[config.mk]
export PLATFORM = sky130hd
export DESIGN_NAME = jpst_ctrl
export DESIGN_NICKNAME = d
export VERILOG_FILES = /design/src/rtl/jet_priority_sorted_table_unit_defines.svh /design/src/rtl/jpst_pkg.sv /design/src/rtl/jpst_ctrl.sv
export SDC_FILE = /design/constraint.sdc
export NUM_CORES = 1
export LEC_CHECK = 0
export BUFFER_PORTS_ARGS = -buffer_cell sky130_fd_sc_hd__buf_2
export CORE_AREA = 2 2 39 41
export DETAILED_ROUTE_END_ITERATION = 8
export DIE_AREA = 0 0 41 43
export HOLD_SLACK_MARGIN = 0.03
export REMOVE_ABC_BUFFERS = 1
export SYNTH_ARGS = -nofsm -noshare
export SYNTH_HDL_FRONTEND = slang
export SYNTH_SLANG_ARGS = --single-unit
export TNS_END_PERCENT = 10
[constraint.sdc]
create_clock -name clk -period 1.65 [get_ports clk]
set_input_delay 0.33 -clock clk [delete_from_list [all_inputs] [get_ports clk]]
set_output_delay 0.33 -clock clk [all_outputs]
set_load 0.01 [all_outputs]
[src/rtl/jet_priority_sorted_table_unit_defines.svh]
// assertion macros for the jet priority table
`ifndef JET_PRIORITY_SORTED_TABLE_UNIT_DEFINES_SVH
`define JET_PRIORITY_SORTED_TABLE_UNIT_DEFINES_SVH

`define JPST_ASSERT_IMPL(label, pre, post) \
    label: assert property (@(posedge clk) disable iff (!rst_n) (pre) |-> (post)) \
        else $error("label failed");

`define JPST_ASSERT_NEXT(label, pre, post) \
    label: assert property (@(posedge clk) disable iff (!rst_n) (pre) |=> (post)) \
        else $error("label failed");

`endif

[src/rtl/jpst_pkg.sv]
// ----------------------------------------------------------------------------
// jpst_pkg
// types and constants shared by the jet priority table
// ----------------------------------------------------------------------------
package jpst_pkg;

    localparam int MAX_JETS = 16;
    localparam int MOM_BITS = 24;
    localparam int IDX_BITS = 4;
    localparam int CNT_BITS = 5;
    localparam int KEY_BITS = 50;

    localparam logic [1:0] MODE_CLEAR  = 2'd0;
    localparam logic [1:0] MODE_INSERT = 2'd1;
    localparam logic [1:0] MODE_READ   = 2'd2;

    typedef struct packed {
        logic [1:0]                 mode;
        logic signed [MOM_BITS-1:0] jet_px;
        logic signed [MOM_BITS-1:0] jet_py;
        logic signed [MOM_BITS-1:0] jet_pz;
        logic [MOM_BITS-2:0]        jet_energy;
        logic [7:0]                 jet_tag;
        logic                       jet_taggable;
        logic [IDX_BITS-1:0]        read_index;
    } jet_in_t;

    typedef struct packed {
        logic signed [MOM_BITS-1:0] out_px;
        logic signed [MOM_BITS-1:0] out_py;
        logic signed [MOM_BITS-1:0] out_pz;
        logic [MOM_BITS-2:0]        out_energy;
        logic [7:0]                 out_tag;
        logic                       out_taggable;
        logic [CNT_BITS-1:0]        jet_count;
        logic [CNT_BITS-1:0]        bjet_count;
        logic [CNT_BITS-1:0]        insert_position;
        logic                       error_flag;
    } jet_out_t;

    // controller to datapath
    typedef struct packed {
        logic load;
        logic square;
        logic sum;
        logic commit;
    } jpst_cmd_t;

endpackage

[src/rtl/jpst_ctrl.sv]
// ----------------------------------------------------------------------------
// jpst_ctrl
// sequencer: load, square, sum, commit
// ----------------------------------------------------------------------------
module jpst_ctrl
    import jpst_pkg::*;
(
    input  logic      clk,
    input  logic      rst_n,
    input  logic      start,
    output logic      busy,
    output jpst_cmd_t cmd
);

    typedef enum logic [3:0] {
        ST_IDLE   = 4'b0001,
        ST_SQUARE = 4'b0010,
        ST_SUM    = 4'b0100,
        ST_COMMIT = 4'b1000
    } state_t;

    state_t state_reg, state_next;

    always_comb
    begin
        state_next = state_reg;
        case (state_reg)
            ST_IDLE:   if (start) state_next = ST_SQUARE;
            ST_SQUARE: state_next = ST_SUM;
            ST_SUM:    state_next = ST_COMMIT;
            ST_COMMIT: state_next = ST_IDLE;
            default:   state_next = ST_IDLE;
        endcase
    end

    always_ff @(posedge clk or negedge rst_n)
    begin
        if (!rst_n)
        begin
            state_reg <= ST_IDLE;
        end
        else
        begin
            state_reg <= state_next;
        end
    end

    assign busy       = (state_reg != ST_IDLE);
    assign cmd.load   = (state_reg == ST_IDLE) && start;
    assign cmd.square = (state_reg == ST_SQUARE);
    assign cmd.sum    = (state_reg == ST_SUM);
    assign cmd.commit = (state_reg == ST_COMMIT);

endmodule

; ---- After elaboration in Yosys (flattened, before gate mapping)
; Index checks and enable logic that the tools add are counted.
[totals]
latchBits = 0
register_bits = 4
mem_bits_ro = 0
ram_bits = 0
memories = 0
out_inout_bits = 5
in_bits = 3
wordCells = 10
[classes]
add_sub_neg = 0
div_mod_pow = 0
order_cmp = 0
bitwise = 0
n_reduce_logical = 1
shifts = 0
mul = 0
eq_ne = 6
mux = 2
[op_table]
columns = cell, count
row1 = one-hot mux 4 bit (3 select lines), 1
row2 = "equality test 4 x 1 -> 1 bit, second input constant", 1
row3 = "equality test 4 x 2 -> 1 bit, second input constant", 1
row4 = "equality test 4 x 3 -> 1 bit, second input constant", 1
row5 = "equality test 4 bit, second input constant", 1
row6 = 2-to-1 mux 4 bit, 1
row7 = "!= test 4 x 1 -> 1 bit, second input constant", 1
row8 = "!= test 2 bit, second input constant", 1
row9 = logical AND 1 bit, 1

; ---- Logic depth before layout (Yosys ltp)
; Gate-level depths: netlist of the first run.
[depth]
ltp_word = 2
mapped_depth = 4
ltp_nobuf = 2

; ---- Least setup slack after synthesis of the first run
; OpenSTA, ideal clock, no wires.
[synth_path]
path_type = reg2out
start = register state_reg[3]
end = output port busy
t_arrival_ns = 1.046
n_path_buf = 1
path_stages_with_launch = 3
t_required_ns = 1.320
setup_slack_ns = 0.274
path_cell_list = dfrtp_1 -> buf_6 -> or4b_1
[synth_via]
elab_chain_cells = 1
[synth_lines]
columns = item, line_no
row1 = "start, declared", jpst_ctrl.sv:22  ; state_t state_reg, state_next;
row2 = "start signal, assigned", jpst_ctrl.sv:44  ; state_reg <= state_next;
row3 = != test 4 x 1 -> 1 bit, jpst_ctrl.sv:48  ; assign busy = (state_reg != ST_IDLE);
row4 = "end, declared", jpst_ctrl.sv:11  ; output logic busy,
; No other way between the ends.

; ---- Final worst setup path of the first run
[layout_path]
start = register state_reg[0]
end = output port busy
; Same word-level chain as after synthesis.

==> metrics, run 1 <==
status=complete, but fails checks; failing checks=negative setup slack; final core occ=around a quarter; DR WL/cell=about 10 µm; synth top area cells=dfrtp_1 (36%), dfstp_2 (12%), nor3_1 (9.5%); Die Height=approximately 43 µm; DP Area=about 250 µm²; mux cell area share after synthesis=0%; Final nets=37; synthesized instance count=20; Reg clk slew, reported paths=~0.040 ns; CTS buffer count=3; CP max FO=2; hold slack=0.402 ns; Top FF cell, synth=dfrtp_1; Detailed Place HPWL=approximately 300 µm; post-route minimum period=1.66 ns; Ant. Diodes=0; hold_sp=start; Die Area=1760 µm²; CTS Buffer Depth=2; count leader, synth=nor3_1; total track usage=a little under 8%; fraction of layout cells with a size suffix above 1=between 50% and 60%; Layout Skew=0.00778 ns; drt drc=0; unique cell type count in the Yosys netlist=14; Routed Antenna Nets=0; WS Path Type=reg2out; insertion delay to the later sink of the worst-skew pair=roughly 0.24 ns; Design Power=approximately 0.00052 W; actual slew at the worst max-slew pin=0.298 ns; Post-Synth Adder-Cell Area=0%; vias in the first global route=between 150 and 200; RSZ-0062 raised after global routing=true; Max Slew Vio Count=0; H-Tree Depth=1; FF+latch count, synth=4; worst r2r src=state_reg[0]; CP startpoint kind=flip-flop; Synth top cells by count=nor3_1 (4), dfrtp_1 (3), nor4_1 (2); final setup fails=1; Root Driver=clkbuf_4; first-pass GRT wire length=between 700 and 800 µm; drt pass-1 iters=2; Max Fclk=603 MHz; final instance area=327 µm²; crit path launch=state_reg[0]; crit path DAT=1.33 ns; worst hold path class=in2reg; compound-cell area share of the yosys netlist=8.28%; global route overflow=0; Lkg Pwr=0.150 nW; PwrDens=around 1600 nW/µm²; Async SR Flop Fraction=100%; CTS tree=yes; Worst VDD drop=340 µV; simple-gate share of the synthesized area=a little under a third; DR vias=205; xor and xnor area share after synthesis=0%; initial drt markers=1; post-synthesis area per instance=between 10 and 15 µm²; Critical Path End Type=output port; Routed WL=approximately 500 µm; setup_tns=-0.00779 ns; register area share after synthesis=a little under half; largest family of logic cells by synthesized area=simple AND/OR/NAND/NOR gates; gpl congestion=~0.57; Starting Density=between 10% and 20%; cell taking the most area after synthesis=dfrtp_1; vias per cell=about 4.2; Rel. slew slack=around four fifths; num rows=14; TritonCTS Sinks=4; final worst-path setup slack=-0.00779 ns; Worst EP required=between 1 and 1.5 ns; MaxCap Viol Count=0; Final Cycle Share=100%; Syn-to-layout area delta=54.4%; Die X=around 40 µm; initial antenna violation count=0; largest net degree at the start of global routing=9; Filler cells=roughly 160; Mapped Area=around 210 µm²; Largest register FFs=4; final hold vios=0; number of synthesized flops with an enable pin=0; Core ar.=between 1000 and 1500 µm²; post-synth top area share=between 30% and 40%; PortBufs=7; I/O pin count=8; Syn. warnings=0
-- stage by stage --
stage               worst slack (ns)  instances
finish                      -0.00779         49
floorplan                      0.281         17
CTS                          -0.0115         49
global placement               0.187         41
global route                 -0.0522         49
detailed placement             0.175         41
-- cells in the final DEF, fill, tap and decap left out, drive strengths merged --
cell type / count
a311o: 1
buf: 11
clkbuf: 4
dfrtp: 3
dfstp: 1
dlygate4sd3: 1
inv: 1
nand2b: 1
nand3b: 1
nor3: 4
nor4: 2
nor4b: 1
o21a: 1
or4b: 1
-- where the power goes --
| part | total (W) | switching, W | internal (W) |
|---|---|---|---|
| Combinational | 0.000219 | 0.000106 | 0.000113 |
| Sequential | 0.000167 | 0.0000302 | 0.000137 |
| Clock | 0.000131 | 0.0000399 | 0.0000907 |
| Total | 0.000517 | 0.000176 | 0.000340 |
-- logic make-up (layout without fill, tap and decap cells) --
family	count (synthesis)	count (layout)
simple gates	10	10
buf+inv	4	17
flops	4	4
compound gates	2	2
-- layer usage --
| layer | global-route usage [%] | share of wire [%] | routed length (µm) | vias up |
|---|---|---|---|---|
| met5 | 0 | 0 | 0 | - |
| met4 | 10.0 | 3.8 | 19 | 0 |
| met3 | 4.71 | 5.4 | 27 | 2 |
| met2 | 10.3 | 54 | 270 | 6 |
| met1 | 6.51 | 37 | 187 | 96 |
| li1 | - | - | - | 101 |
-- critical path, cell delays in order (launching register included) --
cell and delay [ns]:
dfstp_2 0.52, or4b_1 0.42, buf_2 0.15
-- what timing repair did --
action                                  4_1_cts  5_1_grt
buffers inserted                              3        0
resized for setup                             1        3
hold endpoints to repair                      3        0
hold buffers                                  1        0
pin swaps                                     0        0
endpoints found under the setup margin        1        4
-- layout make-up --
type / instances / area, µm² / share of cell area (%)
flip-flops and latches: 4 / 103 / 31.4
multi-input cells: 12 / 95.1 / 29.1
repair buffers: 12 / 78.8 / 24.1
clock buffers: 4 / 26.3 / 8.05
well taps: 16 / 20.0 / 6.13
inverters: 1 / 3.75 / 1.15
-- final timing paths --
check | to | slack (ns) | depth (start not counted)
setup / recovery | busy | -0.008 | 2
hold reg to reg | state_reg[2] | 0.58 | 2
min in group asynchronous | state_reg[1] | 0.42 | 2
hold / removal | state_reg[1] | 0.40 | 3
setup reg to reg | state_reg[0] | 0.44 | 3
max in group asynchronous | state_reg[0] | 1.02 | 2
Power figures use the tool's default switching activity.
==> run 2, diff against run 1 <==
--- a/config.mk
+++ b/config.mk
@@ -9,6 +9,7 @@
 export CORE_AREA = 2 2 39 41
 export DETAILED_ROUTE_END_ITERATION = 8
 export DIE_AREA = 0 0 41 43
+export GPL_TIMING_DRIVEN = 0
 export HOLD_SLACK_MARGIN = 0.03
 export REMOVE_ABC_BUFFERS = 1
 export SYNTH_ARGS = -nofsm -noshare
==> metrics, run 2 (synthesized netlist as in run 1, its figures left out) <==
Buf+Inv Stages, Crit Path=1 (unchanged); worst slack at placement=0.185 ns (+0.0103 ns); I/O pin count=8 (unchanged); PwrDens=1660 nW/µm² (+5.1%); delay-heaviest family, CP=flip-flops; Layout Skew=0.00397 ns (-0.00381 ns); Starting Density=15.3% (unchanged); first-pass GRT wire length=586 µm (-25%); CP max FO=3 (+1); final setup fails=1 (unchanged); Die Height=43 µm (unchanged); Ant. Diodes=0 (unchanged); initial antenna violation count=0 (unchanged); actual slew at the worst max-slew pin=0.242 ns (-0.0558 ns); drt drc=0 (unchanged); fraction of layout cells with a size suffix above 1=57.6% (+3.0 points); Routed WL=416 µm (-17%); largest net degree at the start of global routing=9 (unchanged); Max Slew Vio Count=0 (unchanged); RSZ-0062 raised after global routing=true; worst hold path class=in2async; Syn-to-layout area delta=54.4% (unchanged); vias per cell=3.98 (-4.9%); TritonCTS Sinks=4 (unchanged); num rows=14 (unchanged); insertion delay to the later sink of the worst-skew pair=0.24 ns (about the same); vias in the first global route=169 (-11%); Combinational Power Share=44.4% (+2.0 points); Die Area=1760 µm² (unchanged); CTS tree=yes; DP Area=243 µm² (-3.0%); crit path DAT=1.35 ns (+0.02 ns); final worst-path setup slack=-0.0292 ns (-0.0214 ns); clock share of power=24.4% (-0.9 points); DR vias=195 (-4.9%); Die X=41 µm (unchanged); Worst path slowest cell=dfstp_2; MaxCap Viol Count=0 (unchanged); post-route minimum period=1.68 ns (+0.0214 ns); commonest non-fill, non-tap cell in the layout=buf_2; CP Cell Sequence=or4b_4, buf_6; gpl congestion=0.587 (+2.3%); P_sw=0.000170 W (-3.6%); Worst VDD drop=316 µV (-6.8%); Net Sw Frac=31.3% (-2.8 points); commonest non-fill, non-tap cells in the layout=buf_2 (6), buf_4 (4), nor3_1 (3), clkbuf_4 (3); global route overflow=0 (unchanged); crit-path max cell delay=0.53 ns (about the same); final hold vios=0 (unchanged); Rel. slew slack=83.7% (+3.8 points); Max Fclk=596 MHz (-1.3%); Worst EP required=1.32 ns (about the same); Lkg Pwr=0.152 nW (+1.0%); CTS buffer count=3 (unchanged); final instance area=327 µm² (unchanged); CTS Buffer Depth=2 (unchanged); drt pass-1 iters=1 (-1); Root Driver=clkbuf_4; Final Cycle Share=102% (+1.3 points); Largest register FFs=4 (unchanged); Reg clk slew, reported paths=0.04 ns (about the same); Routed Antenna Nets=0 (unchanged); total track usage=5.65% (-2.1 points); internal power=0.000373 W (+9.7%); WS Path Type=reg2out; Final nets=37 (unchanged); Core ar.=1380 µm² (unchanged); H-Tree Depth=1 (unchanged); CP startpoint kind=flip-flop; failing checks=negative setup slack; PortBufs=7 (unchanged); sequential power share=31.2% (-1.1 points); Critical Path End Type=output port; initial drt markers=0 (-1); Reg2Reg Setup Slack=0.42 ns (-0.02 ns); DR WL/cell=8.49 µm (-17%); status=complete, but fails checks
-- run 2: cell counts in the layout (fill, tap and decap cells not counted) --
No cell type changed its count.
-- run 2: path summary, 6_finish.rpt --
check / from / end / cells after the start
min: rst_n / state_reg[1] / 2
max: state_reg[0] / busy / 2
max in group asynchronous: rst_n / state_reg[0] / 2
min in group clk: start / state_reg[1] / 3
min reg2reg: state_reg[1] / state_reg[3] / 1
max reg2reg: state_reg[0] / state_reg[0] / 3
-- run 2: per-layer routing --
metal	global-route usage, %	up-vias	share of wire [%]
li1	-	98	-
met1	4.90	89	41
met2	7.19	6	50
met3	3.14	2	6.5
met4	8.00	0	1.9
met5	0	-	0
-- run 2: what timing repair did --
action / in CTS / in global routing
setup buffers: 3 / 1
hold endpoints to repair: 3 / 0
resized for setup: 2 / 3
pin swaps: 0 / 0
hold buffers: 1 / 0
setup endpoints to repair: 1 / 2
cloned: 0 / 0
-- run 2: metrics by stage --
stage               total power [W]  cells  hold WS (ns)  setup TNS [ns]  utilization, %
CTS                        0.000498     48         0.402         -0.0134            22.0
detailed placement         0.000322     40         0.135               0            17.5
floorplan                  0.000268     17        0.0344               0               -
global route               0.000590     49         0.414          -0.105            23.6
finish                     0.000543     49         0.423         -0.0292            23.6
global placement           0.000324     40         0.137               0            17.5
-- run 2: power groups by stage --
stage / clock, W / sequential (W) / combinational [W]
after global placement: 0 / 0.000187 / 0.000137
after CTS: 0.000138 / 0.000172 / 0.000187
after global routing: 0.000151 / 0.000174 / 0.000265
final: 0.000133 / 0.000170 / 0.000241
after detailed placement: 0 / 0.000187 / 0.000135
after floorplan: 0 / 0.000175 / 0.0000928
-- run 2: layout make-up --
class | instances | area, µm²
clock buffers | 4 | 26.3
fillers | 157 | 1060
inverters | 1 | 3.75
multi-input cells | 12 | 91.3
flip-flops and latches | 4 | 104
well taps | 16 | 20.0
repair buffers | 12 | 81.3
